`src/rtl/crcdf_pkg.sv`:
```
// Shared types, constants and the CRC-16 byte update for the frame deframer.
package crcdf_pkg;

  // Width of the good / bad frame counters (wrapping)
  localparam int unsigned CountWidth = 32;
  // Width of the counter fields in a result
  localparam int unsigned CountOutWidth = 32;
  // Packed width of the result stream tdata (fields plus zero fill to whole bytes)
  localparam int unsigned ResDataBits  = 2 + 6 * 8 + 2 * CountOutWidth;
  localparam int unsigned ResDataWidth = ((ResDataBits + 7) / 8) * 8;

  // CRC-16/CCITT-FALSE
  localparam logic [15:0] CrcInit = 16'hFFFF;
  localparam logic [15:0] CrcPoly = 16'h1021;
  localparam logic [15:0] CrcMsb  = 16'h8000;

  // Configuration register reset values
  localparam logic [7:0] StartByteRst = 8'd126;
  localparam logic [7:0] MyAddrRst    = 8'd0;
  localparam logic [7:0] BcastAddrRst = 8'd255;

  typedef logic [CountWidth-1:0] count_t;

  // Configuration register indexes
  typedef enum logic [1:0] {
    CfgStartByte = 2'd0,
    CfgMyAddr    = 2'd1,
    CfgBcastAddr = 2'd2
  } cfg_idx_e;

  // Parser phases
  typedef enum logic [2:0] {
    PhHunt = 3'd0,
    PhDst  = 3'd1,
    PhSrc  = 3'd2,
    PhCmd  = 3'd3,
    PhLen  = 3'd4,
    PhPay  = 3'd5,
    PhClo  = 3'd6,
    PhChi  = 3'd7
  } phase_e;

  typedef struct packed {
    logic [7:0] start_byte;
    logic [7:0] my_address;
    logic [7:0] broadcast_address;
  } cfg_t;

  typedef struct packed {
    logic                     frame_end;
    logic                     crc_match;
    logic                     deliver;
    logic                     payload_valid;
    logic [7:0]               payload_byte;
    logic [7:0]               payload_index;
    logic [7:0]               dest_field;
    logic [7:0]               source_field;
    logic [7:0]               command_field;
    logic [7:0]               length_field;
    logic [CountOutWidth-1:0] good_frames;
    logic [CountOutWidth-1:0] bad_crc_frames;
  } result_t;

  // One byte through the CRC, MSB first, eight shift steps
  function automatic logic [15:0] crc16_update(input logic [15:0] crc_in,
                                               input logic [7:0]  data);
    logic [15:0] c;
    c = crc_in ^ {data, 8'h00};
    for (int k = 0; k < 8; k++) begin
      if ((c & CrcMsb) != 16'h0000) begin
        c = {c[14:0], 1'b0} ^ CrcPoly;
      end else begin
        c = {c[14:0], 1'b0};
      end
    end
    return c;
  endfunction

endpackage

```
`src/rtl/crcdf_cfg.sv`:
```
// Configuration registers: start marker, node address, broadcast address.
module crcdf_cfg (
  input  logic               clk_i,
  input  logic               rst_ni,
  input  logic               cfg_we_i,
  input  logic [1:0]         cfg_idx_i,
  input  logic [7:0]         cfg_wdata_i,
  output crcdf_pkg::cfg_t    cfg_o
);

  crcdf_pkg::cfg_t cfg_q, cfg_d;

  // Decode the write; an index past the list is dropped
  always_comb begin
    cfg_d = cfg_q;
    if (cfg_we_i) begin
      case (cfg_idx_i)
        crcdf_pkg::CfgStartByte: cfg_d.start_byte        = cfg_wdata_i;
        crcdf_pkg::CfgMyAddr:    cfg_d.my_address        = cfg_wdata_i;
        crcdf_pkg::CfgBcastAddr: cfg_d.broadcast_address = cfg_wdata_i;
        default:                 cfg_d = cfg_q;
      endcase
    end
  end

  always_ff @(posedge clk_i or negedge rst_ni) begin
    if (!rst_ni) begin
      cfg_q.start_byte        <= crcdf_pkg::StartByteRst;
      cfg_q.my_address        <= crcdf_pkg::MyAddrRst;
      cfg_q.broadcast_address <= crcdf_pkg::BcastAddrRst;
    end else begin
      cfg_q <= cfg_d;
    end
  end

  assign cfg_o = cfg_q;

endmodule

```
`src/rtl/crcdf_parser.sv`:
```
// Frame parser state machine, running CRC, held header and frame counters.
module crcdf_parser (
  input  logic                 clk_i,
  input  logic                 rst_ni,
  input  logic                 step_i,     // consume one item this cycle
  input  logic                 func_i,     // 1 = timeout
  input  logic [7:0]           rx_byte_i,
  input  crcdf_pkg::cfg_t      cfg_i,
  output crcdf_pkg::result_t   result_o    // result of the item at step_i
);

  crcdf_pkg::phase_e phase_q, phase_d;
  logic [7:0]        idx_q, idx_d;
  logic [7:0]        idx_inc;
  logic [15:0]       crc_q, crc_d;
  logic [15:0]       crc_next;
  logic [15:0]       crc_rx;
  logic [7:0]        crc_lo_q, crc_lo_d;
  logic [7:0]        dest_q, dest_d;
  logic [7:0]        src_q, src_d;
  logic [7:0]        cmd_q, cmd_d;
  logic [7:0]        len_q, len_d;
  crcdf_pkg::count_t good_q, good_d;
  crcdf_pkg::count_t bad_q, bad_d;

  assign crc_next = crcdf_pkg::crc16_update(crc_q, rx_byte_i);
  assign idx_inc  = idx_q + 8'd1;
  assign crc_rx   = {rx_byte_i, crc_lo_q};

  // Next state and result for the current item
  always_comb begin
    phase_d  = phase_q;
    idx_d    = idx_q;
    crc_d    = crc_q;
    crc_lo_d = crc_lo_q;
    dest_d   = dest_q;
    src_d    = src_q;
    cmd_d    = cmd_q;
    len_d    = len_q;
    good_d   = good_q;
    bad_d    = bad_q;

    result_o.frame_end     = 1'b0;
    result_o.crc_match     = 1'b0;
    result_o.deliver       = 1'b0;
    result_o.payload_valid = 1'b0;
    result_o.payload_byte  = 8'd0;
    result_o.payload_index = 8'd0;

    if (func_i) begin
      // timeout: abandon any frame in progress
      if (phase_q != crcdf_pkg::PhHunt) begin
        phase_d = crcdf_pkg::PhHunt;
        idx_d   = 8'd0;
        crc_d   = crcdf_pkg::CrcInit;
      end
    end else begin
      case (phase_q)
        crcdf_pkg::PhHunt: begin
          if (rx_byte_i == cfg_i.start_byte) begin
            crc_d   = crcdf_pkg::CrcInit;
            idx_d   = 8'd0;
            phase_d = crcdf_pkg::PhDst;
          end
        end
        crcdf_pkg::PhDst: begin
          dest_d  = rx_byte_i;
          crc_d   = crc_next;
          phase_d = crcdf_pkg::PhSrc;
        end
        crcdf_pkg::PhSrc: begin
          src_d   = rx_byte_i;
          crc_d   = crc_next;
          phase_d = crcdf_pkg::PhCmd;
        end
        crcdf_pkg::PhCmd: begin
          cmd_d   = rx_byte_i;
          crc_d   = crc_next;
          phase_d = crcdf_pkg::PhLen;
        end
        crcdf_pkg::PhLen: begin
          len_d   = rx_byte_i;
          crc_d   = crc_next;
          idx_d   = 8'd0;
          // empty payload goes straight to the CRC bytes
          phase_d = (rx_byte_i == 8'd0) ? crcdf_pkg::PhClo : crcdf_pkg::PhPay;
        end
        crcdf_pkg::PhPay: begin
          result_o.payload_valid = 1'b1;
          result_o.payload_byte  = rx_byte_i;
          result_o.payload_index = idx_q;
          crc_d = crc_next;
          idx_d = idx_inc;
          if (idx_inc >= len_q) begin
            phase_d = crcdf_pkg::PhClo;
          end
        end
        crcdf_pkg::PhClo: begin
          crc_lo_d = rx_byte_i;
          phase_d  = crcdf_pkg::PhChi;
        end
        crcdf_pkg::PhChi: begin
          result_o.frame_end = 1'b1;
          if (crc_rx != crc_q) begin
            bad_d = bad_q + crcdf_pkg::CountWidth'(1);
          end else begin
            result_o.crc_match = 1'b1;
            good_d = good_q + crcdf_pkg::CountWidth'(1);
            result_o.deliver = (dest_q == cfg_i.my_address) ||
                               (dest_q == cfg_i.broadcast_address);
          end
          phase_d = crcdf_pkg::PhHunt;
          idx_d   = 8'd0;
          crc_d   = crcdf_pkg::CrcInit;
        end
        default: begin
          phase_d = crcdf_pkg::PhHunt;
        end
      endcase
    end

    // header and counters as they stand after this item
    result_o.dest_field     = dest_d;
    result_o.source_field   = src_d;
    result_o.command_field  = cmd_d;
    result_o.length_field   = len_d;
    result_o.good_frames    = crcdf_pkg::CountOutWidth'(good_d);
    result_o.bad_crc_frames = crcdf_pkg::CountOutWidth'(bad_d);
  end

  // Parser state, advances only when an item is consumed
  always_ff @(posedge clk_i or negedge rst_ni) begin
    if (!rst_ni) begin
      phase_q  <= crcdf_pkg::PhHunt;
      idx_q    <= 8'd0;
      crc_q    <= crcdf_pkg::CrcInit;
      crc_lo_q <= 8'd0;
      dest_q   <= 8'd0;
      src_q    <= 8'd0;
      cmd_q    <= 8'd0;
      len_q    <= 8'd0;
      good_q   <= '0;
      bad_q    <= '0;
    end else if (step_i) begin
      phase_q  <= phase_d;
      idx_q    <= idx_d;
      crc_q    <= crc_d;
      crc_lo_q <= crc_lo_d;
      dest_q   <= dest_d;
      src_q    <= src_d;
      cmd_q    <= cmd_d;
      len_q    <= len_d;
      good_q   <= good_d;
      bad_q    <= bad_d;
    end
  end

endmodule

```
`src/rtl/crc16_frame_deframer.sv`:
```
// Top level: input register, frame parser, result register and config port.
//
//   channel   direction  handshake                     payload
//   s_axis    in         s_axis_tvalid / s_axis_tready rx byte, timeout flag in tuser
//   m_axis    out        m_axis_tvalid / m_axis_tready one result per input item
//   cfg       in         cfg_we_i (no back-pressure)   register index and data
//
// One item per cycle sustained while m_axis does not stall; each result passes
// the input register, then the parser logic, into the result register.
// The single-byte CRC update is one XOR network with no register inside it.
// Reset returns the parser to start hunt, clears counters and held
// header bytes, and loads the register defaults. A stall on m_axis holds both
// registers and drops s_axis_tready once the input register is occupied.
module crc16_frame_deframer (
  input  logic                                clk_i,
  input  logic                                rst_ni,
  // input stream
  input  logic                                s_axis_tvalid,
  output logic                                s_axis_tready,
  input  logic [7:0]                          s_axis_tdata,  // [7:0] rx_byte
  input  logic                                s_axis_tuser,  // [0] func (1 = timeout)
  // result stream
  output logic                                m_axis_tvalid,
  input  logic                                m_axis_tready,
  // [0] crc_match, [1] deliver, [9:2] payload_byte, [17:10] payload_index,
  // [25:18] dest_field, [33:26] source_field, [41:34] command_field,
  // [49:42] length_field, [81:50] good_frames, [113:82] bad_crc_frames, rest zero
  output logic [crcdf_pkg::ResDataWidth-1:0]  m_axis_tdata,
  output logic                                m_axis_tuser,  // [0] payload_valid
  output logic                                m_axis_tlast,  // frame_end
  // configuration writes
  input  logic                                cfg_we_i,
  input  logic [1:0]                          cfg_idx_i,
  input  logic [7:0]                          cfg_wdata_i
);

  crcdf_pkg::cfg_t    cfg;
  crcdf_pkg::result_t res_d, res_q;

  logic       in_valid_q;
  logic       in_func_q;
  logic [7:0] in_byte_q;
  logic       out_free;
  logic       advance;
  logic       out_valid_q;

  assign out_free      = !out_valid_q || m_axis_tready;
  assign advance       = in_valid_q && out_free;
  assign s_axis_tready = !in_valid_q || advance;

  crcdf_cfg u_cfg (
    .clk_i       (clk_i),
    .rst_ni      (rst_ni),
    .cfg_we_i    (cfg_we_i),
    .cfg_idx_i   (cfg_idx_i),
    .cfg_wdata_i (cfg_wdata_i),
    .cfg_o       (cfg)
  );

  crcdf_parser u_parser (
    .clk_i     (clk_i),
    .rst_ni    (rst_ni),
    .step_i    (advance),
    .func_i    (in_func_q),
    .rx_byte_i (in_byte_q),
    .cfg_i     (cfg),
    .result_o  (res_d)
  );

  // Input register
  always_ff @(posedge clk_i or negedge rst_ni) begin
    if (!rst_ni) begin
      in_valid_q <= 1'b0;
    end else if (s_axis_tready) begin
      in_valid_q <= s_axis_tvalid;
    end
  end

  always_ff @(posedge clk_i) begin
    if (s_axis_tvalid && s_axis_tready) begin
      in_func_q <= s_axis_tuser;
      in_byte_q <= s_axis_tdata;
    end
  end

  // Result register
  always_ff @(posedge clk_i or negedge rst_ni) begin
    if (!rst_ni) begin
      out_valid_q <= 1'b0;
    end else if (out_free) begin
      out_valid_q <= in_valid_q;
    end
  end

  always_ff @(posedge clk_i) begin
    if (advance) begin
      res_q <= res_d;
    end
  end

  assign m_axis_tvalid = out_valid_q;
  assign m_axis_tlast  = res_q.frame_end;
  assign m_axis_tuser  = res_q.payload_valid;
  assign m_axis_tdata  = {
    (crcdf_pkg::ResDataWidth - crcdf_pkg::ResDataBits)'(0),
    res_q.bad_crc_frames,
    res_q.good_frames,
    res_q.length_field,
    res_q.command_field,
    res_q.source_field,
    res_q.dest_field,
    res_q.payload_index,
    res_q.payload_byte,
    res_q.deliver,
    res_q.crc_match
  };

endmodule

```
`config.mk`:
```
export PLATFORM = sky130hd
export DESIGN_NAME = crc16_frame_deframer
export DESIGN_NICKNAME = d
export VERILOG_FILES = /design/src/rtl/crcdf_pkg.sv /design/src/rtl/crcdf_cfg.sv /design/src/rtl/crcdf_parser.sv /design/src/rtl/crc16_frame_deframer.sv
export SDC_FILE = /design/constraint.sdc
export NUM_CORES = 1
export LEC_CHECK = 0
export BUFFER_PORTS_ARGS = -buffer_cell sky130_fd_sc_hd__buf_4
export CAP_MARGIN = 0
export CORE_UTILIZATION = 40
export CTS_CLUSTER_DIAMETER = 80
export DETAILED_ROUTE_END_ITERATION = 7
export GPL_ROUTABILITY_DRIVEN = 0
export PLACE_DENSITY_LB_ADDON = 0.15
export SKIP_LAST_GASP = 1
export SLEW_MARGIN = 20
export SYNTH_ARGS = -nofsm -noshare
export SYNTH_HDL_FRONTEND = slang
export SYNTH_SLANG_ARGS = --single-unit
```
`constraint.sdc`:
```
create_clock -name clk_i -period 15.26 [get_ports clk_i]
set_input_delay 3.052 -clock clk_i [delete_from_list [all_inputs] [get_ports clk_i]]
set_output_delay 3.052 -clock clk_i [all_outputs]
set_load 0.01 [all_outputs]
```
==> results.ini <==
[yosys]
synth_edf_count=125
synth_area_leader_cell=edfxtp_1
synth_top_flop_cell=dfrtp_1
ys_seq_area_share_pct=59.3
synth.yosys.warnings=0
ys_ff_latch=282
ys_top_cells_by_area=edfxtp_1 (29%), dfrtp_1 (24%), xor2_1 (6.8%)
synth_top_area_share_pct=28.8
syn_area_sq_um=13000
syn_inst=1086
ys_async_sr_fraction_pct=55.7
syn_area_per_cell_sq_um=12.0
synth_cell_types=51

[grt]
antenna_found_initial=0
grt_start_max_net_pins=105
grt_pass1_vias=8214
gr-usage-met2_pct=27.7
grt_most_used_layer=met2
grt_use_met3_pct=2.59
grt_pass1_wl_mm=45.3
gr-total-overflow=0
grtUsageMet1_pct=24.4
grt_usage_pct=17.4

[worst_setup_path]
worstPathArrival_ns=3.50
reg2reg_from=in_byte_q[4]
slowest_delay_ns=0.18
endpoint_kind=primary output
rrSetupSlack_ns=11.87
crit_type=in -> out
cp.required_ns=12.21
reg2regPathDepth=8
crit_chain=buf_4, nand3b_1, buf_4
crit_path_frequent_cell=buf_4
rr_endpoint=m_axis_tdata[72]
start_kind=input pin
crit_slowest_cell=nand3b_1
critical_path.max_fanout=3

[placed_design]
hpwl_mm=18.3
dp.cells=1622
postPlaceCellArea_sq_um=14400
io_buffers=141

[finish]
fill_cells=2878
antenna_cells=0
final_nets=1258
final_cell_mix=buf_4 (149), nand2_1 (145), dfrtp_1 (127), edfxtp_1 (125), xor2_1 (101)
areaGrowthSynthToFinish_pct=19.4
final_cells=1684
drive_gt1_share_pct=26.1
finish.instance_area_sq_um=15500
final_common_cell=buf_4

[route]
ant_nets=0
vias=8267
drc=0
finalWirelength_mm=28.1
drt-initial-drc-count=534
routedWlPerCell_um=16.7
viasPerCell=4.91
firstDrtPassIters=5

[sta]
max_freq_mhz=153
finalCriticalPeriod_ns=6.55
timing.final.crit_share_pct=42.9
whs_ns=0.469
skew_ns=0.00781
finalSetupTns_ns=0
drv_slew=0
tightestPinTransition_ns=0.945
maxSlewHeadroom_pct=37.0
finalSetupViolations=0
rsz0062_at_grt=false
finalHoldViolCount=0

[floorplanning]
die-area_sq_um=33300
start_util_pct=40.9
die_h_um=182
row_count=65
fp.dieW_um=182
core_area_sq_um=31800
ioPinCount=148

[cts]
insertion_delay_ns=0.50
cts.sinks=282
cts_hold_buffers=0
postCtsSetupBuffers=0
h-tree-depth=2
cts_resized=0
numCtsBuffers=34
cts-root-buf=clkbuf_16
tritoncts=done
clk_transition_reported_paths_ns=0.06
cts_buffer_depth=3

[worst_hold_path]
hold_start=u_parser.src_q[1]
whs_path_depth=2
hold_end=u_parser.src_q[1]
hold_path_class=reg -> reg

[flow_run]
max-cap-violations=0

[pwr]
p_leak_nw=6.79
power_per_cell_area_nw_per_um2=147
power.total_mw=2.29
vdd.ir_drop.worst_uv=111

[status]
status=finished clean

==> power by group <==
group	internal (mW)	switching, mW
clock	0.489	0.306
combinational	0.218	0.227
sequential	0.950	0.101
total	1.66	0.635
==> logic make-up (layout without fill, tap and decap cells) <==
| kind of cell | after synthesis | count (layout) | synth area share, % |
|---|---|---|---|
| muxes | 69 | 69 | 5.95 |
| AOI/OAI and AO/OA | 42 | 42 | 1.93 |
| and+or+nand+nor | 420 | 420 | 16.0 |
| adders and majority gates | 11 | 11 | 1.06 |
| xor gates and xnor gates | 186 | 186 | 12.9 |
| DFF | 282 | 282 | 59.3 |
| buffers and inverters | 75 | 233 | 2.81 |
| other | 1 | 6 | 0.0288 |
==> Yosys cell counts (6+ instances only) <==
| master | number |
|---|---|
| clkbuf_1 | 29 |
| and2_1 | 18 |
| nor2_1 | 78 |
| xnor2_1 | 78 |
| xor2_1 | 101 |
| edfxtp_1 | 125 |
| nand2_1 | 146 |
| ha_1 | 11 |
| nand4_1 | 19 |
| and3_1 | 16 |
| buf_4 | 6 |
| nand2b_1 | 10 |
| inv_1 | 20 |
| a31oi_1 | 10 |
| nor4_1 | 13 |
| o21ai_0 | 14 |
| dfrtp_1 | 127 |
| xnor2_2 | 7 |
| nor3_1 | 31 |
| nor3_2 | 13 |
| buf_2 | 7 |
| buf_6 | 7 |
| nand3_1 | 45 |
| dfstp_2 | 30 |
| and4_1 | 7 |
| mux2_2 | 67 |
| a21oi_1 | 9 |
==> state kept, by name (all words and copies together) (netlist names), 16 cells and up <==
| signal | flops |
|---|---|
| m_axis_tdata | 114 |
| u_cfg.cfg_o | 24 |
| u_parser.bad_q | 32 |
| u_parser.crc_q | 16 |
| u_parser.good_q | 32 |
==> worst max-delay path, delay by kind of cell <==
kind	cells	cell delay, ns
buf+inv	2	0.27
simple gates	1	0.18
==> worst max path at each step <==
| stage | from | to | slack (ns) | depth (start not counted) |
|---|---|---|---|---|
| 2_1_floorplan | m_axis_tready | m_axis_tdata[0] | 7.58 | 5 |
| 3_3_place_gp | m_axis_tready | s_axis_tready | 8.72 | 3 |
| 3_5_place_dp | m_axis_tready | s_axis_tready | 8.71 | 3 |
| 4_1_cts | m_axis_tready | s_axis_tready | 8.70 | 3 |
| 5_1_grt | m_axis_tready | s_axis_tready | 8.67 | 3 |
| 6_report | m_axis_tready | s_axis_tready | 8.71 | 3 |
==> per-layer routing <==
metal / routed length [um] / part of all wire [%]
met5: 0 / 0
met3: 1100 / 3.9
met2: 13100 / 47
met1: 13300 / 47
met4: 613 / 2.2
==> metrics by stage <==
step / setup WS (ns) / util (%)
6_report: 8.71 / 48.9
5_1_grt: 8.67 / 48.9
4_1_cts: 8.70 / 48.9
3_5_place_dp: 8.71 / 45.4
3_3_place_gp: 8.72 / 45.4
2_1_floorplan: 7.58 / -
==> area by class of cell <==
class / count / area [sq um] / area share [%]
sequential: 282 / 7720 / 49.7
multi-input combinational: 734 / 4950 / 31.9
timing repair buffer: 150 / 1130 / 7.27
clock buffer: 49 / 1000 / 6.44
tap: 435 / 544 / 3.50
clock inverter: 13 / 110 / 0.708
inverter: 21 / 83.8 / 0.539
Note: power is estimated with default switching activity, not from simulation.
